<file path="src/design/frame_time_quality_governor_top_assert.svh">
// Assertion macros for the frame time quality governor.
// Taken in by the modules that carry concurrent checks; needs nothing else.
`ifndef FRAME_TIME_QUALITY_GOVERNOR_TOP_ASSERT_SVH
`define FRAME_TIME_QUALITY_GOVERNOR_TOP_ASSERT_SVH
`ifndef SYNTH
// Same-cycle implication, checked outside reset.
`define FTQG_ASSERT_IMPL(label, clk, rst_n, ante, cons) \
    label: assert property (@(posedge clk) disable iff (!rst_n) (ante) |-> (cons)) \
        else $error("ftqg assertion failed");
// Next-cycle implication, checked outside reset.
`define FTQG_ASSERT_NEXT(label, clk, rst_n, ante, cons) \
    label: assert property (@(posedge clk) disable iff (!rst_n) (ante) |=> (cons)) \
        else $error("ftqg assertion failed");
`else
`define FTQG_ASSERT_IMPL(label, clk, rst_n, ante, cons)
`define FTQG_ASSERT_NEXT(label, clk, rst_n, ante, cons)
`endif
`endif

</file>
<file path="src/design/ftqg_pkg.sv">
// Shared types and constants of the frame time quality governor.
// Used by the top level and the window; depends on nothing.
package ftqg_pkg;

    // Field widths.
    localparam int FRAME_W   = 32;
    localparam int CFG_W     = 20;
    localparam int CFG_IDX_W = 3;
    localparam int RATE_W    = 20;
    localparam int FRAMES_W  = 16;
    localparam int ELAPSED_W = 33;
    localparam int NUMER_W   = 40;
    localparam int CD_W      = 16;

    // Default window length.
    localparam int WINDOW_LEN_DEF = 60;

    // Rate measurement constants.
    localparam logic [ELAPSED_W-1:0] ONE_SECOND_US = ELAPSED_W'(1000000);
    localparam logic [23:0]          RATE_SCALE    = 24'd16000000;
    localparam logic [RATE_W-1:0]    RATE_MAX      = '1;
    localparam logic [FRAMES_W-1:0]  FRAMES_MAX    = '1;

    // Quality levels.
    localparam logic [1:0] LVL_LOW  = 2'd0;
    localparam logic [1:0] LVL_MED  = 2'd1;
    localparam logic [1:0] LVL_HIGH = 2'd2;

    // Quality change codes.
    localparam logic [1:0] CHG_NONE    = 2'd0;
    localparam logic [1:0] CHG_LOWERED = 2'd1;
    localparam logic [1:0] CHG_RAISED  = 2'd2;

    // Register reset values.
    localparam logic             RST_ADAPTIVE = 1'b1;
    localparam logic [1:0]       RST_MANUAL   = 2'd2;
    localparam logic [19:0]      RST_SLOW     = 20'd20004;
    localparam logic [19:0]      RST_FAST     = 20'd13336;
    localparam logic [CD_W-1:0]  RST_LOWER_CD = 16'd180;
    localparam logic [CD_W-1:0]  RST_RAISE_CD = 16'd300;

    // Register indexes.
    typedef enum logic [CFG_IDX_W-1:0] {
        REG_ADAPTIVE = 3'd0,
        REG_MANUAL   = 3'd1,
        REG_SLOW     = 3'd2,
        REG_FAST     = 3'd3,
        REG_LOWER_CD = 3'd4,
        REG_RAISE_CD = 3'd5
    } t_reg_idx;

    // Sequencer states.
    typedef enum logic [2:0] {
        S_IDLE,
        S_READ,
        S_ADD,
        S_START,
        S_DIV,
        S_GOV,
        S_PUT
    } t_state;

    // Window store controls.
    typedef struct packed {
        logic rd_en;
        logic wr_en;
    } t_win_ctrl;

endpackage

</file>
<file path="src/design/frame_time_quality_governor_top.sv">
// Frame time quality governor: top level with sequencer and governor.
// Uses ftqg_pkg, ftqg_window, ftqg_serial_div and the assertion header.
//
// Usage:
// The input channel (i_valid, o_stall, i_now_us) takes one frame timestamp
// per item. The output channel (o_valid, i_stall and the o_ result fields)
// returns one result item per input item: frame time, window average,
// measured rate, rate-updated flag, quality level and quality change.
// Each item runs through a window update and two bit-serial divisions that
// work side by side: the average divider handles one bit of the window total
// per cycle and the rate divider works through its 40-bit numerator, which
// sets the pace. The sequencer steps through read, add, start, divide, govern
// and put, and a new item is accepted only once it is back in idle.
// o_stall is high while an item is being worked on. A finished result sits
// in an output register; if the receiver stalls, the next result waits in
// the block until that register frees up.
// Reset (synchronous, active low) restores the register defaults, clears the
// window, the rate counters and the cooldown, and sets the level to high.
// Configuration writes are taken at any edge with i_cfg_we high.
`include "frame_time_quality_governor_top_assert.svh"

module frame_time_quality_governor_top
    import ftqg_pkg::*;
#(
    parameter int WINDOW_LEN = WINDOW_LEN_DEF
) (
    input  logic                 i_clk,
    input  logic                 i_rst_n,
    // Configuration port
    input  logic                 i_cfg_we,
    input  logic [CFG_IDX_W-1:0] i_cfg_idx,
    input  logic [CFG_W-1:0]     i_cfg_data,
    // Input channel
    input  logic                 i_valid,
    output logic                 o_stall,
    input  logic [FRAME_W-1:0]   i_now_us,
    // Output channel
    output logic                 o_valid,
    input  logic                 i_stall,
    output logic [FRAME_W-1:0]   o_frame_time_us,
    output logic [FRAME_W-1:0]   o_average_time_us,
    output logic [RATE_W-1:0]    o_fps_q4,
    output logic                 o_fps_updated,
    output logic [1:0]           o_quality_tier,
    output logic [1:0]           o_quality_change
);

    localparam int TOTAL_W = FRAME_W + $clog2(WINDOW_LEN);
    localparam int LEN_W   = $clog2(WINDOW_LEN + 1);

    // Configuration registers
    logic            r_adaptive;
    logic [1:0]      r_manual;
    logic [19:0]     r_slow;
    logic [19:0]     r_fast;
    logic [CD_W-1:0] r_lower_cd;
    logic [CD_W-1:0] r_raise_cd;

    // Sequencer
    t_state    r_state;
    t_state    n_state;
    t_win_ctrl w_win;
    logic      w_accept;
    logic      w_div_start;
    logic      w_gov_en;
    logic      w_put;
    logic      w_out_free;

    // Block state
    logic [FRAME_W-1:0]   r_prev;
    logic [TOTAL_W-1:0]   r_total;
    logic [FRAMES_W-1:0]  r_frames;
    logic [ELAPSED_W-1:0] r_elapsed;
    logic [RATE_W-1:0]    r_rate;
    logic [1:0]           r_level;
    logic [CD_W-1:0]      r_cooldown;

    // Per-item work registers
    logic [FRAME_W-1:0] r_ftime;
    logic               r_hit;
    logic [NUMER_W-1:0] r_numer;

    // Result waiting for the output register
    logic [FRAME_W-1:0] r_res_ftime;
    logic [FRAME_W-1:0] r_res_avg;
    logic [RATE_W-1:0]  r_res_rate;
    logic               r_res_upd;
    logic [1:0]         r_res_level;
    logic [1:0]         r_res_change;

    // Output register
    logic               r_o_valid;
    logic [FRAME_W-1:0] r_o_ftime;
    logic [FRAME_W-1:0] r_o_avg;
    logic [RATE_W-1:0]  r_o_rate;
    logic               r_o_upd;
    logic [1:0]         r_o_level;
    logic [1:0]         r_o_change;

    // Window and dividers
    logic [FRAME_W-1:0] w_old;
    logic               w_avg_busy;
    logic [TOTAL_W-1:0] w_avg_quot;
    logic               w_rate_busy;
    logic [NUMER_W-1:0] w_rate_quot;

    // Governor next values
    logic [FRAME_W-1:0] w_avg;
    logic [RATE_W-1:0]  w_rate_sat;
    logic [1:0]         n_level;
    logic [CD_W-1:0]    w_cd_load;
    logic [CD_W-1:0]    n_cooldown;
    logic [1:0]         w_change;
    logic [NUMER_W-1:0] n_numer;

    ftqg_window #(
        .WINDOW_LEN (WINDOW_LEN)
    ) u_window (
        .i_clk     (i_clk),
        .i_rst_n   (i_rst_n),
        .i_ctrl    (w_win),
        .i_wr_data (r_ftime),
        .o_old     (w_old)
    );

    ftqg_serial_div #(
        .N_W (TOTAL_W),
        .D_W (LEN_W)
    ) u_avg_div (
        .i_clk   (i_clk),
        .i_rst_n (i_rst_n),
        .i_start (w_div_start),
        .i_numer (r_total),
        .i_denom (LEN_W'(WINDOW_LEN)),
        .o_busy  (w_avg_busy),
        .o_quot  (w_avg_quot)
    );

    ftqg_serial_div #(
        .N_W (NUMER_W),
        .D_W (ELAPSED_W)
    ) u_rate_div (
        .i_clk   (i_clk),
        .i_rst_n (i_rst_n),
        .i_start (w_div_start),
        .i_numer (r_numer),
        .i_denom (r_elapsed),
        .o_busy  (w_rate_busy),
        .o_quot  (w_rate_quot)
    );

    // Configuration writes; unknown indexes are ignored.
    always_ff @(posedge i_clk) begin
        if (!i_rst_n) begin
            r_adaptive <= RST_ADAPTIVE;
            r_manual   <= RST_MANUAL;
            r_slow     <= RST_SLOW;
            r_fast     <= RST_FAST;
            r_lower_cd <= RST_LOWER_CD;
            r_raise_cd <= RST_RAISE_CD;
        end else if (i_cfg_we) begin
            case (i_cfg_idx)
                REG_ADAPTIVE: r_adaptive <= i_cfg_data[0];
                REG_MANUAL:   r_manual   <= i_cfg_data[1:0];
                REG_SLOW:     r_slow     <= i_cfg_data[19:0];
                REG_FAST:     r_fast     <= i_cfg_data[19:0];
                REG_LOWER_CD: r_lower_cd <= i_cfg_data[CD_W-1:0];
                REG_RAISE_CD: r_raise_cd <= i_cfg_data[CD_W-1:0];
                default: ;
            endcase
        end
    end

    // State register.
    always_ff @(posedge i_clk) begin
        if (!i_rst_n) begin
            r_state <= S_IDLE;
        end else begin
            r_state <= n_state;
        end
    end

    assign w_out_free = !r_o_valid || !i_stall;

    // Next state and sequencer strobes.
    always_comb begin
        n_state     = r_state;
        w_accept    = 1'b0;
        w_win       = '0;
        w_div_start = 1'b0;
        w_gov_en    = 1'b0;
        w_put       = 1'b0;
        case (r_state)
            S_IDLE: begin
                if (i_valid) begin
                    w_accept     = 1'b1;
                    w_win.rd_en  = 1'b1;
                    n_state      = S_READ;
                end
            end
            S_READ: begin
                w_win.wr_en = 1'b1;
                n_state     = S_ADD;
            end
            S_ADD: begin
                n_state = S_START;
            end
            S_START: begin
                w_div_start = 1'b1;
                n_state     = S_DIV;
            end
            S_DIV: begin
                if (!w_avg_busy && !w_rate_busy) begin
                    n_state = S_GOV;
                end
            end
            S_GOV: begin
                w_gov_en = 1'b1;
                n_state  = S_PUT;
            end
            S_PUT: begin
                if (w_out_free) begin
                    w_put   = 1'b1;
                    n_state = S_IDLE;
                end
            end
            default: begin
                n_state = S_IDLE;
            end
        endcase
    end

    assign o_stall = (r_state != S_IDLE);

    // Quality decision on the fresh average.
    always_comb begin
        w_avg      = w_avg_quot[FRAME_W-1:0];
        w_rate_sat = (|w_rate_quot[NUMER_W-1:RATE_W]) ? RATE_MAX
                                                      : w_rate_quot[RATE_W-1:0];
        n_level    = r_level;
        w_cd_load  = r_cooldown;
        w_change   = CHG_NONE;
        if (r_adaptive) begin
            if (r_cooldown == '0) begin
                if (w_avg > FRAME_W'(r_slow)) begin
                    if (r_level != LVL_LOW) begin
                        n_level   = r_level - 1'b1;
                        w_cd_load = r_lower_cd;
                        w_change  = CHG_LOWERED;
                    end
                end else if (w_avg < FRAME_W'(r_fast)) begin
                    if (r_level != LVL_HIGH) begin
                        n_level   = r_level + 1'b1;
                        w_cd_load = r_raise_cd;
                        w_change  = CHG_RAISED;
                    end
                end
            end
        end else begin
            n_level = (r_manual == 2'd3) ? LVL_HIGH : r_manual;
        end
        n_cooldown = (w_cd_load != '0) ? (w_cd_load - 1'b1) : '0;
        n_numer    = NUMER_W'(r_frames) * NUMER_W'(RATE_SCALE);
    end

    // Block state updates, one step per sequencer state.
    always_ff @(posedge i_clk) begin
        if (!i_rst_n) begin
            r_prev     <= '0;
            r_total    <= '0;
            r_frames   <= '0;
            r_elapsed  <= '0;
            r_rate     <= '0;
            r_level    <= LVL_HIGH;
            r_cooldown <= '0;
        end else begin
            if (w_accept) begin
                r_prev <= i_now_us;
            end
            if (r_state == S_READ) begin
                r_total   <= r_total - TOTAL_W'(w_old);
                r_elapsed <= r_elapsed + ELAPSED_W'(r_ftime);
                if (r_frames != FRAMES_MAX) begin
                    r_frames <= r_frames + 1'b1;
                end
            end
            if (r_state == S_ADD) begin
                r_total <= r_total + TOTAL_W'(r_ftime);
            end
            if (w_gov_en) begin
                r_level    <= n_level;
                r_cooldown <= n_cooldown;
                if (r_hit) begin
                    r_rate    <= w_rate_sat;
                    r_frames  <= '0;
                    r_elapsed <= '0;
                end
            end
        end
    end

    // Per-item work registers and the pending result.
    always_ff @(posedge i_clk) begin
        if (w_accept) begin
            r_ftime <= i_now_us - r_prev;
        end
        if (r_state == S_ADD) begin
            r_hit   <= (r_elapsed >= ONE_SECOND_US);
            r_numer <= n_numer;
        end
        if (w_gov_en) begin
            r_res_ftime  <= r_ftime;
            r_res_avg    <= w_avg;
            r_res_rate   <= r_hit ? w_rate_sat : r_rate;
            r_res_upd    <= r_hit;
            r_res_level  <= n_level;
            r_res_change <= w_change;
        end
    end

    // Output register.
    always_ff @(posedge i_clk) begin
        if (!i_rst_n) begin
            r_o_valid <= 1'b0;
        end else if (w_put) begin
            r_o_valid <= 1'b1;
        end else if (!i_stall) begin
            r_o_valid <= 1'b0;
        end
    end

    always_ff @(posedge i_clk) begin
        if (w_put) begin
            r_o_ftime  <= r_res_ftime;
            r_o_avg    <= r_res_avg;
            r_o_rate   <= r_res_rate;
            r_o_upd    <= r_res_upd;
            r_o_level  <= r_res_level;
            r_o_change <= r_res_change;
        end
    end

    assign o_valid           = r_o_valid;
    assign o_frame_time_us   = r_o_ftime;
    assign o_average_time_us = r_o_avg;
    assign o_fps_q4          = r_o_rate;
    assign o_fps_updated     = r_o_upd;
    assign o_quality_tier    = r_o_level;
    assign o_quality_change  = r_o_change;

    // The level never leaves its three legal values.
    `FTQG_ASSERT_IMPL(a_level_range, i_clk, i_rst_n, 1'b1, r_level <= LVL_HIGH)
    // A lowering can never leave the level at high.
    `FTQG_ASSERT_IMPL(a_lowered_level, i_clk, i_rst_n, o_valid && (o_quality_change == CHG_LOWERED), o_quality_tier != LVL_HIGH)
    // A completed rate measurement restarts the one-second interval.
    `FTQG_ASSERT_NEXT(a_elapsed_clear, i_clk, i_rst_n, w_gov_en && r_hit, (r_elapsed == '0) && (r_frames == '0))
    // No new item is taken while a division is running.
    `FTQG_ASSERT_IMPL(a_busy_stall, i_clk, i_rst_n, w_avg_busy || w_rate_busy, o_stall)

endmodule

</file>
<file path="src/design/ftqg_serial_div.sv">
// Bit-serial restoring divider: one quotient bit per cycle.
// Uses nothing from the package; instantiated by the top level.
module ftqg_serial_div #(
    parameter int N_W = 40,
    parameter int D_W = 33
) (
    input  logic           i_clk,
    input  logic           i_rst_n,
    input  logic           i_start,
    input  logic [N_W-1:0] i_numer,
    input  logic [D_W-1:0] i_denom,
    output logic           o_busy,
    output logic [N_W-1:0] o_quot
);

    localparam int CNT_W = $clog2(N_W + 1);

    logic [N_W-1:0]   r_quot;
    logic [D_W-1:0]   r_rem;
    logic [D_W-1:0]   r_denom;
    logic [CNT_W-1:0] r_cnt;
    logic             r_busy;

    logic [D_W:0]     w_rem_sh;
    logic [D_W:0]     w_diff;
    logic             w_ge;

    // Shift in the next numerator bit and try the subtraction.
    always_comb begin
        w_rem_sh = {r_rem, r_quot[N_W-1]};
        w_diff   = w_rem_sh - {1'b0, r_denom};
        w_ge     = (w_rem_sh >= {1'b0, r_denom});
    end

    // Control: the counter runs once per numerator bit.
    always_ff @(posedge i_clk) begin
        if (!i_rst_n) begin
            r_busy <= 1'b0;
            r_cnt  <= '0;
        end else if (i_start) begin
            r_busy <= 1'b1;
            r_cnt  <= CNT_W'(N_W);
        end else if (r_busy) begin
            r_cnt <= r_cnt - 1'b1;
            if (r_cnt == CNT_W'(1)) begin
                r_busy <= 1'b0;
            end
        end
    end

    // Datapath: numerator shifts out as quotient bits shift in.
    always_ff @(posedge i_clk) begin
        if (i_start) begin
            r_quot  <= i_numer;
            r_rem   <= '0;
            r_denom <= i_denom;
        end else if (r_busy) begin
            r_quot <= {r_quot[N_W-2:0], w_ge};
            r_rem  <= w_ge ? w_diff[D_W-1:0] : w_rem_sh[D_W-1:0];
        end
    end

    assign o_busy = r_busy;
    assign o_quot = r_quot;

endmodule

</file>
<file path="src/design/ftqg_window.sv">
// Circular window of frame times with per-entry valid bits.
// Uses ftqg_pkg for widths and the control struct.
module ftqg_window
    import ftqg_pkg::*;
#(
    parameter int WINDOW_LEN = WINDOW_LEN_DEF
) (
    input  logic               i_clk,
    input  logic               i_rst_n,
    input  t_win_ctrl          i_ctrl,
    input  logic [FRAME_W-1:0] i_wr_data,
    output logic [FRAME_W-1:0] o_old
);

    localparam int PTR_W = (WINDOW_LEN > 1) ? $clog2(WINDOW_LEN) : 1;

    logic [FRAME_W-1:0]    r_mem [WINDOW_LEN];
    logic [WINDOW_LEN-1:0] r_valid;
    logic [PTR_W-1:0]      r_ptr;
    logic [FRAME_W-1:0]    r_rd_data;
    logic                  r_rd_ok;

    // Memory: registered read at the pointer, write at the pointer.
    always_ff @(posedge i_clk) begin
        if (i_ctrl.rd_en) begin
            r_rd_data <= r_mem[r_ptr];
        end
        if (i_ctrl.wr_en) begin
            r_mem[r_ptr] <= i_wr_data;
        end
    end

    // Valid bits and pointer; an entry never written reads as zero.
    always_ff @(posedge i_clk) begin
        if (!i_rst_n) begin
            r_valid <= '0;
            r_ptr   <= '0;
            r_rd_ok <= 1'b0;
        end else begin
            if (i_ctrl.rd_en) begin
                r_rd_ok <= r_valid[r_ptr];
            end
            if (i_ctrl.wr_en) begin
                r_valid[r_ptr] <= 1'b1;
                if (r_ptr == PTR_W'(WINDOW_LEN - 1)) begin
                    r_ptr <= '0;
                end else begin
                    r_ptr <= r_ptr + 1'b1;
                end
            end
        end
    end

    assign o_old = r_rd_ok ? r_rd_data : '0;

endmodule

</file>
<file path="config.mk">
export PLATFORM = sky130hd
export DESIGN_NAME = frame_time_quality_governor_top
export DESIGN_NICKNAME = d
export VERILOG_FILES = /design/src/design/ftqg_pkg.sv /design/src/design/frame_time_quality_governor_top.sv /design/src/design/ftqg_serial_div.sv /design/src/design/ftqg_window.sv
export VERILOG_INCLUDE_DIRS = /design/src /design/src/design
export SDC_FILE = /design/constraint.sdc
export NUM_CORES = 2
export LEC_CHECK = 0
export BUFFER_PORTS_ARGS = -buffer_cell sky130_fd_sc_hd__buf_2
export CAP_MARGIN = 20
export CORE_AREA = 5 5 573 575
export CTS_CLUSTER_DIAMETER = 100
export DETAILED_ROUTE_END_ITERATION = 12
export DIE_AREA = 0 0 578 580
export PLACE_DENSITY = 0.54
export SLEW_MARGIN = 10
export SYNTH_ARGS = -nofsm -noshare
export SYNTH_HDL_FRONTEND = slang
export SYNTH_SLANG_ARGS = --single-unit
</file>
<file path="constraint.sdc">
create_clock -name i_clk -period 6.9 [get_ports i_clk]
set_input_delay 0.69 -clock i_clk [delete_from_list [all_inputs] [get_ports i_clk]]
set_output_delay 0.69 -clock i_clk [all_outputs]
set_load 0.1 [all_outputs]
</file>
# Yosys cells after proc, flatten, opt, wreduce, memory -nomap -nowiden
# Memory sizes are Yosys's and may differ from the RTL's. A register that Yosys moved wholly into a read port is not among the register bits.
# Cells that the tools add are included.
# totals
reg_bits	708
latchBits	0
ramBits	1920
rom_bits	0
elab_cells	182
mem_count	1
# op_classes
addsub	13
n_mul	1
div	0
order_cmp	7
eq_ne	21
shift	0
mux	66
bitwise_logic	2
reduce_logical	26
# mem_list
name	depth	word_bits	read_ports	rd_clocked_by_memory_dff	write_ports	line_no	text
u_window.r_mem	60	32	1	1	1	ftqg_window.sv:17	logic [FRAME_W-1:0] r_mem [WINDOW_LEN];
# ops
op	count
$mux 16	11
$mux 38	4
$mux 33	4
$mux 40	2
$or 60x60->60	1
$mux 20	2
$add 38x32->38	1
$sub 38x32->38	1
$mux 6	6
$ge 34x33->1	1
$add 33x32->33	1
$ge 33x20->1 const B	1
$sub 33x33->33	1
$gt 32x20->1	1
$lt 32x20->1	1
$mux 32	1
$sub 32x32->32	1
$mul 16x14->30 const B	1
$pmux 3 s7	1
$mux 1	20
$mux 2	10
$reduce_or 20->1	1
$add 16x1->16 const B	1
$logic_not 16->1	1
32 further kinds	61

# Longest topological paths before layout
# logic_depth
ltp_word	8
ltp_mapped	25
ltp_nobuf	22

# Hierarchy
# From an unflattened synthesis, not the netlist that was laid out.
# unflattened
cells_unflattened	7775
area_unflattened_um2	113620.2
# by_module_without_submodules
module	n_inst	cells_each	area_each_um2
ftqg_window	1	4116	77535.6
frame_time_quality_governor_top	1	2787	26880.8
ftqg_serial_div at u_rate_div	1	674	6518.8
ftqg_serial_div at u_avg_div	1	198	2685.1

# Worst setup path after synthesis
# No wires, ideal clock.
# synth_timing
kind	register to register
start	register r_frames[3]
end	register r_numer[38], data pin
t_arrival_ns	5.499
required_time_ns	6.638
path_slack_ns	1.139
path_stages_with_launch	21
path_buffers	0
path_cell_list	dfxtp_1 -> inv_1 -> fa_1 -> inv_1 -> fa_1 -> fa_1 -> fa_1 -> ha_1 -> inv_1 -> fa_1 -> inv_1 -> ha_1 -> a21oi_1 -> a21boi_0 -> a2111oi_0 -> nor3_1 -> a41o_1 -> o41a_1 -> a41oi_1 -> a21oi_1 -> xor2_1
# synth_between
elab_chain_cells	1
# synth_lines
element	line_no	text
start, declared	frame_time_quality_governor_top.sv:72	logic [FRAMES_W-1:0] r_frames;
start signal, assigned	frame_time_quality_governor_top.sv:284	r_frames <= r_frames + 1'b1;
$mul 16x14->30	frame_time_quality_governor_top.sv:263	n_numer = NUMER_W'(r_frames) * NUMER_W'(RATE_SCALE);
net n_numer[38]	frame_time_quality_governor_top.sv:114	logic [NUMER_W-1:0] n_numer;
end signal, assigned	frame_time_quality_governor_top.sv:309	r_numer <= n_numer;
end, declared	frame_time_quality_governor_top.sv:81	logic [NUMER_W-1:0] r_numer;
# The timed path passes the listed nets, and every way through them passes these cells.
# A chain may end at the register's enable or synchronous reset.

# Worst setup path in the final report
# layout_timing
start	register r_frames[1]
end	register r_numer[38], data pin
# Same word-level chain as after synthesis.

==> metrics.md <==
| Metric | Value |
|---|---|
| Status | finished clean |
| Worst hold margin | 0.09172 ns |
| Synth area leader | sky130_fd_sc_hd__edfxtp_1 |
| Final number of max-transition violations | 0 |
| Pin count of the biggest net entering global routing | 92 |
| Startpoint class of the critical path | flip-flop |
| Total Negative Setup Slacks | 0 ns |
| # clock sinks | ~2700 |
| Cells after Synth | between 7000 and 8000 |
| H-tree Lvls | 5 |
| Global-route total usage across every layer | 0.1958 |
| Number of iterations in the first detailed-routing pass | 6 |
| Share of the core filled with cells | 0.3890 |
| Crit path DAT | 7.04 ns |
| R2R setup slack | about 0.48 ns |
| Warnings from Yosys | 0 |
| Synthesis-to-finish area growth | 15.15% |
| Crit Path Max Fanout | 10 |
| Via count of the first global-routing pass | a little under 70000 |
| Final nets | roughly 8400 |
| Flip-flop cell with the highest count after synthesis | sky130_fd_sc_hd__edfxtp_1 |
| Synth Area per Inst | approximately 14 um^2 |
| GPL Wtd Cong | 0.8517 |
| Total setup violations reported at the end of the flow | 0 |
| Die height | roughly 580 um |
| Sequential-to-total area share from yosys stat | 0.7000 |
| Sum of routed wire length over all layers | approximately 340 mm |
| Final min period | between 6 and 7 ns |
| Cell count of the worst hold path | 3 |
| Overall die area | 335200 um^2 |
| I/O pin total | roughly 150 |
| 1st-iter DRT viols | 7698 |
| Net load switching power | slightly below 10000 uW |
| Area post-placement | about 120000 um^2 |
| Mapped cell area | ~110000 um^2 |
| Share of power burned in registers | 0.483 |
| Setup bufs post-CTS | 0 |
| Vias | 69901 |
| Actual transition at the worst max-transition pin | 1.182 ns |
| Pwr per Cell Area | 306.0 nW/um^2 |
| Slew headroom | 0.2092 |
| Required time worst endpoint | between 7 and 8 ns |
| Skew final | 0.1130 ns |
| Number of distinct library cells after synthesis | between 80 and 90 |
| Routed Antenna Nets | 0 |
| CTS buffer count | 287 |
| Proportion of power drawn by the clock network | 0.394 |
| Synthesized net count | ~8100 |
| DRC violations left | 0 |
| Combinational cell fraction of total power | 0.123 |
| Async S/R FF share, synth | 0 |
| Timing startpoint of the critical path | r_frames[1] |
| Top achievable clock speed | about 0.16 GHz |
| Ratio of cells with drive above 1 in the final layout | 0.1243 |
| Wire length of the first global-routing pass | about 490 mm |
| Critical setup path kind | flip-flop to flip-flop |
| Post_cts resized | 0 |
| Number of buffers inserted for hold repair after clock tree synthesis | 0 |
| Endpoint class of the critical path | flip-flop |
| Clk root buf | sky130_fd_sc_hd__clkbuf_16 |
| Floorplan row count | 209 |
| Share of the synthesized area in the top cell type | 0.6346 |
| Post-synth EDFFs | ~2300 |
| Detailed Place HPWL | 204.3 mm |
| Flops & latches, synth | about 2700 |
| Final hold violation count | 0 |
| Initial cell density of the core | 0.3378 |
| Startpoint of the worst hold path | i_now_us[23] |
| Reg clk slew, reported paths | around 0.050 ns |
| Pleak | approximately 0.042 uW |
| Clock latency reported for the late side of the worst-skew pair | roughly 0.9 ns |
| Maximum resistive drop on vdd | 0.0001791 V |
| Initial antenna violation count | 13 |
| Area of the placeable core | roughly 320000 um^2 |
| RSZ-0062 raised after global routing | false |
| Most area-consuming cells after synthesis | sky130_fd_sc_hd__edfxtp_1 (63%), sky130_fd_sc_hd__dfxtp_1 (6.5%), sky130_fd_sc_hd__a22oi_1 (3.7%), sky130_fd_sc_hd__ha_1 (3.5%), sky130_fd_sc_hd__nand2_1 (2.3%) |
| Drt via density | roughly 5.6 |
| Depth of the worst register-to-register path | 20 |
| Number of port buffers | 150 |
| TritonCTS clock tree | yes |
| Critical path capture point | r_numer[38] |
| Floorplan die width | between 500 and 600 um |
| Post-route total power | around 38000 uW |
| Path class of the lowest-slack min-delay path | input pin to flip-flop |
| Internal power | roughly 28000 uW |
| Startpoint of the worst-slack reg-to-reg timing path | r_frames[1] |
| Share of total power consumed by net switching | 0.2582 |
| Cell area after layout | between 100000 and 150000 um^2 |
| Number of maximum-capacitance violations | 0 |
| Worst R2R End | r_numer[38] |
| Period utilization | 0.9299 |
| Residual overflow from global routing | 0 |
| Deepest clock path buffer count | 4 |
| Mean routed wirelength per cell | approximately 27 um |
==> state kept, by name (all words and copies together) (netlist names), 20 cells and up <==
name                flops
u_window.r_mem       1920
r_res_ftime            32
o_average_time_us      32
o_frame_time_us        32
r_numer                30
r_total                38
u_rate_div.r_rem       33
u_window.r_rd_data     32
u_rate_div.o_quot      40
r_res_avg              32
r_slow                 20
r_ftime                32
u_rate_div.r_denom     33
r_elapsed              33
o_fps_q4               20
r_fast                 20
r_res_rate             20
u_window.r_valid       60
r_prev                 32
r_rate                 20
u_avg_div.o_quot       38
==> placed cells by master (no fill, tap or decap), drive strengths merged, types with 168 or more instances in the layout <==
cell type  instances
inv              267
clkbuf           374
a31oi            173
dfxtp            356
edfxtp          2304
nor2             421
o21ai            198
nand2            678
a21oi            384
a22oi            540
buf              375
a221oi           181
a22o             168
ha               303
==> synth_stat cells (10+ instances only) <==
library cell and instances:
sky130_fd_sc_hd__edfxtp_1 2304, sky130_fd_sc_hd__nand2_1 678, sky130_fd_sc_hd__a22oi_1 540, sky130_fd_sc_hd__nor2_1 421
sky130_fd_sc_hd__a21oi_1 383, sky130_fd_sc_hd__dfxtp_1 356, sky130_fd_sc_hd__ha_1 303, sky130_fd_sc_hd__clkbuf_1 286
sky130_fd_sc_hd__inv_1 256, sky130_fd_sc_hd__o21ai_0 182, sky130_fd_sc_hd__a221oi_1 181, sky130_fd_sc_hd__a31oi_1 173
sky130_fd_sc_hd__a22o_1 168, sky130_fd_sc_hd__buf_1 114, sky130_fd_sc_hd__xnor2_1 108, sky130_fd_sc_hd__nand3_1 104
sky130_fd_sc_hd__nor4_1 76, sky130_fd_sc_hd__o211ai_1 70, sky130_fd_sc_hd__nor3_1 69, sky130_fd_sc_hd__a21o_1 65
sky130_fd_sc_hd__nand4_1 61, sky130_fd_sc_hd__a211oi_1 59, sky130_fd_sc_hd__fa_1 58, sky130_fd_sc_hd__xor2_1 54
sky130_fd_sc_hd__mux4_2 41, sky130_fd_sc_hd__o21a_1 39, sky130_fd_sc_hd__or3_1 38, sky130_fd_sc_hd__and2_1 31
sky130_fd_sc_hd__nand2b_1 29, sky130_fd_sc_hd__nor2b_1 29, sky130_fd_sc_hd__mux2i_1 27, sky130_fd_sc_hd__a41oi_1 26
sky130_fd_sc_hd__and3_1 26, sky130_fd_sc_hd__o22a_1 24, sky130_fd_sc_hd__mux2_2 22, sky130_fd_sc_hd__o221a_2 20
sky130_fd_sc_hd__or2_2 20, sky130_fd_sc_hd__nor3b_1 19, sky130_fd_sc_hd__o31ai_1 17, sky130_fd_sc_hd__a211o_1 16
sky130_fd_sc_hd__o21bai_1 14, sky130_fd_sc_hd__a21boi_0 10, sky130_fd_sc_hd__nand3b_1 10, sky130_fd_sc_hd__o21ai_1 10
sky130_fd_sc_hd__or4_1 10
==> worst min path at each step <==
stage	slack (ns)	endpoint
2_1_floorplan	0.40	o_average_time_us[0]
3_3_place_gp	0.40	o_average_time_us[29]
3_5_place_dp	0.40	o_average_time_us[12]
4_1_cts	0.01	r_prev[23]
5_1_grt	0.05	r_prev[23]
6_report	0.09	r_prev[23]
==> layer usage <==
| metal | track usage | part of all wire |
|---|---|---|
| met5 | 0 | 0 |
| met4 | 0.05881 | 0.032 |
| met3 | 0.03145 | 0.076 |
| met2 | 0.3162 | 0.47 |
| met1 | 0.2718 | 0.43 |
==> power by group through the flow <==
stage | Sequential [uW] | Clock (uW) | Combinational (uW)
after floorplan | 19000 | 0 | 2800
after global placement | 18900 | 0 | 4560
after detailed placement | 18900 | 0 | 4670
after CTS | 18600 | 15400 | 4690
after global routing | 18600 | 16100 | 5130
final | 18600 | 15100 | 4720
==> stage by stage <==
step	worst slack, ns	instances
5_1_grt	0.1438	12500
3_3_place_gp	0.4347	11971
4_1_cts	0.4811	12496
6_report	0.4840	12504
3_5_place_dp	0.5045	11976
2_1_floorplan	1.139	7684
==> worst max-delay path, stage by stage, from the launching register on <==
cell and delay [ns]:
sky130_fd_sc_hd__dfxtp_1 0.58, sky130_fd_sc_hd__fa_1 0.53, sky130_fd_sc_hd__xor2_1 0.18, sky130_fd_sc_hd__ha_1 0.33, sky130_fd_sc_hd__fa_1 0.51, sky130_fd_sc_hd__fa_1 0.42
sky130_fd_sc_hd__ha_1 0.29, sky130_fd_sc_hd__inv_1 0.05, sky130_fd_sc_hd__fa_1 0.47, sky130_fd_sc_hd__inv_1 0.04, sky130_fd_sc_hd__ha_1 0.34, sky130_fd_sc_hd__a21o_1 0.18
sky130_fd_sc_hd__a21oi_1 0.19, sky130_fd_sc_hd__a21boi_0 0.14, sky130_fd_sc_hd__a2111oi_0 0.53, sky130_fd_sc_hd__nor3_1 0.17, sky130_fd_sc_hd__a41o_1 0.31, sky130_fd_sc_hd__o41a_1 0.35
sky130_fd_sc_hd__a41oi_1 0.29, sky130_fd_sc_hd__a21oi_1 0.12, sky130_fd_sc_hd__xor2_1 0.16
==> cells by family after synthesis <==
kind of cell,count (synthesis),share of synthesized area
muxes,90,0.01322
buffers and inverters,667,0.02344
adders and majority gates,361,0.04542
DFF,2660,0.7000
AOI/OAI and AO/OA,2096,0.1363
and+or+nand+nor,1648,0.06859
xor gates and xnor gates,162,0.01301
==> layout make-up <==
type	count	area [um^2]
diodes	5	12.51
clock buffers	372	7782
clock inverters	148	1398
fillers	29894	197200
inverters	260	991.0
multi-input cells	4357	30800
flip-flops and latches	2660	76320
well taps	4325	5411
repair buffers	377	2820
Power figures use the tool's default switching activity.
